--- src/hdl/rfft_pkg.sv ---
package rfft_pkg;

  // Default parameter values.
  localparam int MAX_POINTS_DEF   = 64;
  localparam int SAMPLE_BITS_DEF  = 16;
  localparam int TWIDDLE_BITS_DEF = 16;

  // Fixed widths of the work store and of command address fields.
  localparam int WORK_W  = 23;
  localparam int AW_MAX  = 6;
  localparam int TWID_W  = 5;
  localparam int ROM_W   = 25;

  // Datapath operation codes.
  typedef logic [3:0] op_t;
  localparam op_t OP_IDLE    = 4'd0;
  localparam op_t OP_COPY_RD = 4'd1;
  localparam op_t OP_COPY_WR = 4'd2;
  localparam op_t OP_BF_RD   = 4'd3;
  localparam op_t OP_BF_MUL  = 4'd4;
  localparam op_t OP_BF_ADD  = 4'd5;
  localparam op_t OP_WR_A    = 4'd6;
  localparam op_t OP_WR_B    = 4'd7;
  localparam op_t OP_OUT_RD  = 4'd8;
  localparam op_t OP_OUT_LD  = 4'd9;

  // Command word from the controller to the datapath.
  typedef struct packed {
    op_t               op;
    logic [AW_MAX-1:0] addr_a;
    logic [AW_MAX-1:0] addr_b;
    logic [TWID_W-1:0] twid;
    logic              trivial;
    logic              zero_fill;
    logic              smp_we;
    logic [AW_MAX-1:0] smp_addr;
  } cmd_t;

  // cos(pi*i/32) for i = 0..16 in Q.30.
  localparam logic [30:0] COS_Q30 [17] = '{
    31'd1073741824, 31'd1068571464, 31'd1053110176, 31'd1027506862,
    31'd992008094,  31'd946955747,  31'd892783698,  31'd830013654,
    31'd759250125,  31'd681174602,  31'd596538995,  31'd506158392,
    31'd410903207,  31'd311690799,  31'd209476638,  31'd105245103,
    31'd0
  };

  // Quarter-wave ROM entry rounded half up to tw-1 fraction bits.
  function automatic logic [ROM_W-1:0] rom_entry(input logic [TWID_W-1:0] k,
                                                 input int tw);
    logic [31:0] s;
    s = {1'b0, COS_Q30[k]} + (32'd1 << (30 - tw));
    return ROM_W'(s >> (31 - tw));
  endfunction

endpackage

--- src/hdl/rfft_ctrl.sv ---
module rfft_ctrl #(
  parameter int MAX_POINTS = rfft_pkg::MAX_POINTS_DEF
) (
  input  logic           clk,
  input  logic           rst_n,
  input  logic           in_valid,
  input  logic           in_last,
  output logic           in_ready,
  output logic           out_valid,
  input  logic           out_ready,
  output logic           out_last_bin,
  output logic           out_truncated,
  output rfft_pkg::cmd_t cmd
);

  localparam int ADDR_W = $clog2(MAX_POINTS);
  localparam int CNT_W  = $clog2(MAX_POINTS + 1);
  localparam int LG_W   = $clog2(ADDR_W + 1);
  localparam int AW_MAX = rfft_pkg::AW_MAX;
  localparam int TWID_W = rfft_pkg::TWID_W;

  localparam logic [3:0] S_LOAD    = 4'd0;
  localparam logic [3:0] S_CP_RD   = 4'd1;
  localparam logic [3:0] S_CP_WR   = 4'd2;
  localparam logic [3:0] S_BF_RD   = 4'd3;
  localparam logic [3:0] S_BF_MUL  = 4'd4;
  localparam logic [3:0] S_BF_ADD  = 4'd5;
  localparam logic [3:0] S_BF_WA   = 4'd6;
  localparam logic [3:0] S_BF_WB   = 4'd7;
  localparam logic [3:0] S_OUT_RD  = 4'd8;
  localparam logic [3:0] S_OUT_LD  = 4'd9;
  localparam logic [3:0] S_OUT_HLD = 4'd10;

  logic [3:0]        state_r, state_nxt;
  logic [CNT_W-1:0]  cnt_r, cnt_nxt;
  logic              ovf_r, ovf_nxt;
  logic [LG_W-1:0]   lg_r, lg_nxt;
  logic [LG_W-1:0]   stg_r, stg_nxt;
  logic [ADDR_W-1:0] idx_r, idx_nxt;
  logic [ADDR_W-1:0] bfly_r, bfly_nxt;
  logic              last_bin_r, last_bin_nxt;

  // Derived addresses and counts.
  logic [ADDR_W-1:0] size_m1, half_m1, hmask, rev, addr_a, addr_b, jj;
  logic [CNT_W-1:0]  cnt_inc;
  logic [LG_W-1:0]   lg_calc;
  logic              in_acc, full;

  always_comb begin
    size_m1 = ADDR_W'((1 << lg_r) - 1);
    half_m1 = (lg_r == '0) ? '0 : ADDR_W'((1 << (lg_r - 1)) - 1);
    hmask   = (stg_r == '0) ? '0 : ADDR_W'((1 << (stg_r - 1)) - 1);
    for (int b = 0; b < ADDR_W; b++) begin
      rev[b] = idx_r[ADDR_W-1-b];
    end
    rev     = rev >> (ADDR_W - lg_r);
    jj      = bfly_r & hmask;
    addr_a  = ((bfly_r & ~hmask) << 1) | jj;
    addr_b  = addr_a | (hmask + ADDR_W'(1));
  end

  assign in_acc = in_valid && in_ready;
  assign full   = (cnt_r >= CNT_W'(MAX_POINTS));

  always_comb begin
    cnt_inc = full ? cnt_r : cnt_r + CNT_W'(1);
    lg_calc = LG_W'(ADDR_W);
    for (int l = ADDR_W; l >= 0; l--) begin
      if ((1 << l) >= int'(cnt_inc)) lg_calc = LG_W'(l);
    end
  end

  // Next state and commands.
  always_comb begin
    state_nxt    = state_r;
    cnt_nxt      = cnt_r;
    ovf_nxt      = ovf_r;
    lg_nxt       = lg_r;
    stg_nxt      = stg_r;
    idx_nxt      = idx_r;
    bfly_nxt     = bfly_r;
    last_bin_nxt = last_bin_r;
    cmd          = '0;
    cmd.op       = rfft_pkg::OP_IDLE;
    cmd.smp_addr = AW_MAX'(cnt_r);
    cmd.addr_a   = AW_MAX'(addr_a);
    cmd.addr_b   = AW_MAX'(addr_b);
    cmd.twid     = TWID_W'(32'(jj) << (6 - int'(stg_r)));
    cmd.trivial  = (jj == '0);
    case (state_r)
      S_LOAD: begin
        if (in_acc) begin
          cmd.smp_we = !full;
          cnt_nxt    = cnt_inc;
          ovf_nxt    = ovf_r | full;
          if (in_last) begin
            lg_nxt    = lg_calc;
            idx_nxt   = '0;
            state_nxt = S_CP_RD;
          end
        end
      end
      S_CP_RD: begin
        cmd.op     = rfft_pkg::OP_COPY_RD;
        cmd.addr_a = AW_MAX'(rev);
        state_nxt  = S_CP_WR;
      end
      S_CP_WR: begin
        cmd.op        = rfft_pkg::OP_COPY_WR;
        cmd.addr_a    = AW_MAX'(idx_r);
        cmd.zero_fill = (CNT_W'(rev) >= cnt_r);
        if (idx_r == size_m1) begin
          idx_nxt   = '0;
          stg_nxt   = LG_W'(1);
          bfly_nxt  = '0;
          state_nxt = (lg_r == '0) ? S_OUT_RD : S_BF_RD;
        end else begin
          idx_nxt   = idx_r + ADDR_W'(1);
          state_nxt = S_CP_RD;
        end
      end
      S_BF_RD: begin
        cmd.op    = rfft_pkg::OP_BF_RD;
        state_nxt = S_BF_MUL;
      end
      S_BF_MUL: begin
        cmd.op    = rfft_pkg::OP_BF_MUL;
        state_nxt = S_BF_ADD;
      end
      S_BF_ADD: begin
        cmd.op    = rfft_pkg::OP_BF_ADD;
        state_nxt = S_BF_WA;
      end
      S_BF_WA: begin
        cmd.op    = rfft_pkg::OP_WR_A;
        state_nxt = S_BF_WB;
      end
      S_BF_WB: begin
        cmd.op    = rfft_pkg::OP_WR_B;
        state_nxt = S_BF_RD;
        if (bfly_r == half_m1) begin
          bfly_nxt = '0;
          if (stg_r == lg_r) begin
            state_nxt = S_OUT_RD;
          end else begin
            stg_nxt = stg_r + LG_W'(1);
          end
        end else begin
          bfly_nxt = bfly_r + ADDR_W'(1);
        end
      end
      S_OUT_RD: begin
        cmd.op     = rfft_pkg::OP_OUT_RD;
        cmd.addr_a = AW_MAX'(idx_r);
        state_nxt  = S_OUT_LD;
      end
      S_OUT_LD: begin
        cmd.op       = rfft_pkg::OP_OUT_LD;
        cmd.addr_a   = AW_MAX'(idx_r);
        last_bin_nxt = (idx_r == size_m1);
        state_nxt    = S_OUT_HLD;
      end
      S_OUT_HLD: begin
        if (out_ready) begin
          if (last_bin_r) begin
            cnt_nxt   = '0;
            ovf_nxt   = 1'b0;
            state_nxt = S_LOAD;
          end else begin
            idx_nxt   = idx_r + ADDR_W'(1);
            state_nxt = S_OUT_RD;
          end
        end
      end
      default: begin
        state_nxt = S_LOAD;
      end
    endcase
  end

  always_ff @(posedge clk) begin
    if (!rst_n) begin
      state_r <= S_LOAD;
      cnt_r   <= '0;
      ovf_r   <= 1'b0;
    end else begin
      state_r <= state_nxt;
      cnt_r   <= cnt_nxt;
      ovf_r   <= ovf_nxt;
    end
  end

  always_ff @(posedge clk) begin
    lg_r       <= lg_nxt;
    stg_r      <= stg_nxt;
    idx_r      <= idx_nxt;
    bfly_r     <= bfly_nxt;
    last_bin_r <= last_bin_nxt;
  end

  assign in_ready      = (state_r == S_LOAD);
  assign out_valid     = (state_r == S_OUT_HLD);
  assign out_last_bin  = last_bin_r;
  assign out_truncated = ovf_r;

  // The sample count never exceeds the frame capacity.
  a_cnt_bound: assert property (@(posedge clk) disable iff (!rst_n)
    cnt_r <= CNT_W'(MAX_POINTS))
    else $error("sample count beyond capacity");

  // The input and result sides are never open together.
  a_excl: assert property (@(posedge clk) disable iff (!rst_n)
    !(in_ready && out_valid))
    else $error("input and output open together");

  // A final sample closes the input side on the next cycle.
  a_last_close: assert property (@(posedge clk) disable iff (!rst_n)
    in_valid && in_ready && in_last |=> !in_ready)
    else $error("input still open after last sample");

  // Butterfly stages stay within the transform size.
  a_stage: assert property (@(posedge clk) disable iff (!rst_n)
    state_r == S_BF_RD |-> stg_r <= lg_r && stg_r != '0)
    else $error("butterfly stage out of range");

endmodule

--- config.mk ---
export PLATFORM = sky130hd
export DESIGN_NAME = rfft_ctrl
export DESIGN_NICKNAME = d
export VERILOG_FILES = /design/src/hdl/rfft_pkg.sv /design/src/hdl/rfft_ctrl.sv
export SDC_FILE = /design/constraint.sdc
export NUM_CORES = 1
export LEC_CHECK = 0
export BUFFER_PORTS_ARGS = -buffer_cell sky130_fd_sc_hd__buf_4
export CAP_MARGIN = 15
export CORE_UTILIZATION = 61
export DETAILED_ROUTE_END_ITERATION = 8
export PLACE_DENSITY = 0.85
export RECOVER_POWER = 25
export REMOVE_ABC_BUFFERS = 1
export SLEW_MARGIN = 5
export SYNTH_ARGS = -nofsm -noshare
export SYNTH_HDL_FRONTEND = slang
export SYNTH_SLANG_ARGS = --single-unit
--- constraint.sdc ---
create_clock -name clk -period 4.6 [get_ports clk]
set_input_delay 0.92 -clock clk [delete_from_list [all_inputs] [get_ports clk]]
set_output_delay 0.92 -clock clk [all_outputs]
set_load 0.02 [all_outputs]
**Word-level counts from Yosys, hierarchy flattened**

Index checks and enable logic that the tools add are counted.

- Register bits: 31
- Bits in latches: 0
- RAM bits: 0
- Bits in read-only memories: 0
- Bits of input ports: 5
- Output and inout port bits: 34
- Logic and storage cells: 123
- Memories: 0

- $add $sub $neg: 12
- $mul: 0
- Divide/modulo/power cells: 0
- Order comparisons: 8
- Equality and inequality tests: 21
- Shifts and indexed selects: 5
- Mux-type cells: 43
- Bitwise gates (word level): 6
- Reductions and logical operators: 18

Operator list:

| operator | number |
|---|---|
| $shl A1 B32 Y6 const A | 2 |
| $mux W6 | 9 |
| $pmux W4 S11 | 1 |
| $pmux W4 S9 | 1 |
| $mux W4 | 8 |
| $shl A6 B32 Y5 | 1 |
| $shr A6 B32 Y6 | 1 |
| $mux W7 | 4 |
| $pmux W6 S2 | 2 |
| $add A6 B1 Y6 const B | 3 |
| $pmux W6 S3 | 1 |
| $sub A6 B2 Y6 const B | 3 |
| $eq A4 B3 Y1 const B | 4 |
| $pmux W7 S2 | 1 |
| $eq A4 B4 Y1 const B | 3 |
| $eq A6 B6 Y1 | 2 |
| $or A6 B6 Y6 | 2 |
| $ne A2 B2 Y1 const B | 5 |
| $mux W3 | 3 |
| $eq A4 B2 Y1 const B | 2 |
| $mux W2 | 4 |
| $reduce_and A4 Y1 | 2 |
| $sub A3 B1 Y4 const B | 2 |
| $sub A3 B3 Y4 const A | 2 |
| other kinds (34) | 45 |

**Longest topological paths before layout**

- Word-level depth: 8
- Depth in mapped cells: 15
- Depth with buffers taken out: 14

**Least setup slack after synthesis**

Ideal clock, no wire load.

- Path type: register to output
- Start point: register stg_r[0]
- End point: output port cmd[19] (netlist name)
- Data arrival time: 3.249 ns
- Required time: 3.680 ns
- Setup slack: 0.431 ns
- Stages on the path, launching flop included: 14
- Buffers on the path: 3
- Cells stage by stage: edfxtp_1 buf_1 inv_1 ha_1 buf_2 inv_1 a21o_1 nand2_1 ha_1 clkbuf_2 or3_1 a211o_1 o21ba_2 o31ai_1

RTL lines:

| item | RTL line | text |
|---|---|---|
| start: declaration | rfft_ctrl.sv:38 | `logic [LG_W-1:0] stg_r, stg_nxt;` |
| start signal: assignment | rfft_ctrl.sv:195 | `stg_r <= stg_nxt;` |
| end: declaration | rfft_ctrl.sv:13 | `output rfft_pkg::cmd_t cmd` |

==> impl_metrics.tcl <==
set metrics [dict create \
    clockRootBuffer "clkbuf_8" \
    synth-edff-count 19 \
    endpoint_kind "output pin" \
    clock-sinks 31 \
    reg2regPathDepth 10 \
    worst-path-buf-inv 2 \
    start_util_pct 63.5 \
    worstHoldPathCells 2 \
    arrival_ps 3470 \
    num_antenna_cells 0 \
    numCtsBuffers 5 \
    min_path_type "reg -> reg" \
    min_from "out_truncated" \
    peakVddDrop_mv 0.138 \
    synthArstFlopShare_pct 0 \
    cts_tree "yes" \
    vias_per_cell 6.58 \
    outcome "finished clean" \
    pwr-share-seq_pct 43.7 \
    critPathMaxFanout 10 \
    max_slew_margin_pct 27.8 \
    synthFlopType "edfxtp_1" \
    fp.dieArea_mm2 0.00652 \
    slew_violations 0 \
    use_met2_pct 50.9 \
    startpoint "stg_r[1]" \
    synthDistinctLibCells 69 \
    io_buffers 38 \
    synth-seq-area-share_pct 21.4 \
    tns_ps 0 \
    p_switching_uw 237 \
    cts_buffer_depth 2 \
    fillers 544 \
    dp_hpwl_mm 7.63 \
    cts_max_level 2 \
    gr-usage-met3_pct 5.62 \
    grt_pass1_wl_mm 16.6 \
    synth_seq_cells 31 \
    syn_avg_cell_area_um2 7.52 \
    row_count 28 \
    path_clk_slew_ps 70 \
    grt_overflow 0 \
    io_pins 39 \
    grt_pass1_vias 3441 \
    hold_viol_final 0 \
    intPower_uw 490 \
    routabilityCongestion 0.967 \
    layout_worst_path_cycle_share_pct 95.4 \
    worstPathRequired_ps 3680 \
    area_growth_syn_to_layout_pct 8.23 \
    clkPwrFrac_pct 28.9 \
    p_comb_share_pct 27.4 \
    switching_share_pct 32.6 \
    r2r-start "lg_r[0]" \
    die_x_um 80.8 \
    coreArea_mm2 0.00596 \
    die_h_um 80.8 \
    clock_skew_ps 5.57 \
    max_stage_delay_ps 540 \
    drt-initial-drc-count 393 \
    whs_endpoint "out_truncated" \
    syn_area_mm2 0.00378 \
    grt_max_degree 17 \
    rsz0062_at_grt "false" \
    cp.depth 13 \
    grtUsageTotal_pct 32.4 \
    period_minus_slack_ps 4390 \
    busiest_layer "met2" \
    drive_above_1_share_pct 9.42 \
    routed_wl_mm 10.3 \
    detail-route-antenna-nets 0 \
    worst_pin_slew_ps 1070 \
    cp_slowest_cell "edfxtp_1" \
    wl_per_cell_um 17.2 \
    timing.rr.end "stg_r[2]" \
    p_leak_nw 1.64 \
    synth_top_area_share_pct 15.1 \
    grt_antenna_before_repair 0 \
    ys_top_cells_by_area "edfxtp_1 15%, ha_1 9.9%, dfxtp_1 6.3%, nor2_1 4.8%, xnor2_1 4.2%" \
    dr_total_vias 3913 \
    fmax_ghz 0.228 \
    drcViolationCount 0 \
    crit_type "reg -> out" \
    yosysTopAreaCell "edfxtp_1" \
    r2r_slack_ps 890 \
    grt_util_met1_pct 45.1 \
    drt_first_pass_iters 5 \
    setup_viol 0 \
    fin_hold_ws_ps 493 \
    start_kind "flop" \
    syn_inst 503 \
    max_cap_viol_count 0 \
    crit_chain "inv_1 -> ha_2 -> and2_1 -> a21o_1 -> nand2_1 -> ha_1 -> and3_1 -> o21ai_0 -> o211ai_1 -> nor2_1 -> nor4b_1 -> o22ai_1 -> buf_4" \
    ys_warn_count 0 \
    crit_family "simple AND/OR/NAND/NOR gates" \
    powerDensity_mw_per_mm2 177 \
    nets 554 \
    worstSkewPairLatency_ps 290 \
]
cell usage in the layout, fill, tap and decap left out, types with 4 or more instances in the layout:
cell type / Yosys / final
nor2_1: 48 / 48
nand2_1: 38 / 38
buf_4: 7 / 35
inv_1: 29 / 29
ha_1: 30 / 29
a21oi_1: 27 / 27
o21ai_0: 25 / 25
edfxtp_1: 19 / 19
xnor2_1: 18 / 18
nand3_1: 17 / 17
nand2b_1: 16 / 16
nor2b_1: 16 / 16
nor3_1: 14 / 14
dfxtp_1: 12 / 12
o22ai_1: 11 / 11
xor2_1: 11 / 11
and3_1: 10 / 10
clkbuf_1: 21 / 10
a22oi_1: 8 / 8
a31oi_1: 8 / 8
or3_1: 8 / 8
nor4_1: 7 / 7
o211ai_1: 7 / 7
a21o_1: 6 / 6
mux2i_1: 6 / 6
a211oi_1: 6 / 6
and2_1: 5 / 5
nor3b_1: 5 / 5
a21boi_0: 5 / 5
a211o_1: 5 / 5
o31ai_1: 5 / 5
clkbuf_8: 0 / 5
o31a_1: 4 / 4
how the worst max path moves through the flow:
stage	slack [ps]	to
2_1_floorplan	590	cmd[19]
3_3_place_gp	600	cmd[7]
3_5_place_dp	530	cmd[7]
4_1_cts	200	cmd[7]
5_1_grt	4	cmd[18]
6_report	210	cmd[18]
cell families after synthesis:
family	after synthesis	synth area share, %
AOI/OAI and AO/OA	141	25.2
xor gates and xnor gates	29	6.71
adders and majority gates	30	9.92
buffers and inverters	63	7.08
DFF	31	21.4
muxes	7	1.88
and+or+nand+nor	202	27.8
cell usage after synthesis, drive strengths merged, types with 11 or more instances:
cell type,count
nand2b,16
clkbuf,22
nand2,38
nor2,48
nand3,17
xor2,11
ha,30
nor3,14
and3,11
edfxtp,19
dfxtp,12
xnor2,18
a21oi,27
nor2b,16
o21ai,27
inv,29
buf,12
o22ai,11
metrics by stage:
step	util [%]	instances	worst slack [ps]	cell area [um^2]	total power, mW
global route	68.8	595	4.49	4100	0.763
global placement	67.6	585	603	4030	0.511
finish	68.8	595	211	4100	0.727
floorplan	-	469	587	3620	0.460
detailed placement	67.6	585	529	4030	0.517
CTS	69.0	593	201	4110	0.727
tightest hold or removal path, stage by stage, from the launching register on:
cell     delay, ps
dfxtp_1        330
a21oi_1         40
nor2_1          90
area by class of cell:
class / count / area (um^2) / area share (%)
flip-flops and latches: 31 / 811 / 19.8
clock inverters: 1 / 5.00 / 0.122
clock buffers: 7 / 76.3 / 1.86
well taps: 75 / 93.8 / 2.29
repair buffers: 43 / 293 / 7.15
multi-input cells: 409 / 2710 / 66.1
inverters: 29 / 109 / 2.66
timing repair:
action                                  4_1_cts  5_1_grt
setup buffers                                 0        2
resized for setup                             0        1
endpoints found under the setup margin        0        4
hold buffers                                  0        0
routing by layer:
metal | share of wire [%] | vias up
met5 | 0 | -
met4 | 1.9 | 0
met3 | 7.6 | 24
met2 | 46 | 193
met1 | 44 | 1837
li1 | - | 1859
flip-flops by register name, summed over array words and instances, names as in the netlist:
name	flops
bfly_r	6
cnt_r	7
idx_r	6
lg_r	3
out_last_bin	1
out_truncated	1
state_r	4
stg_r	3
power groups by stage:
stage	Combinational (mW)	Sequential [mW]	Clock, mW
3_3_place_gp	0.187	0.324	0
2_1_floorplan	0.138	0.323	0
6_report	0.199	0.318	0.210
3_5_place_dp	0.193	0.324	0
4_1_cts	0.194	0.318	0.215
5_1_grt	0.218	0.319	0.226
Note: power is estimated with default switching activity, not from simulation.
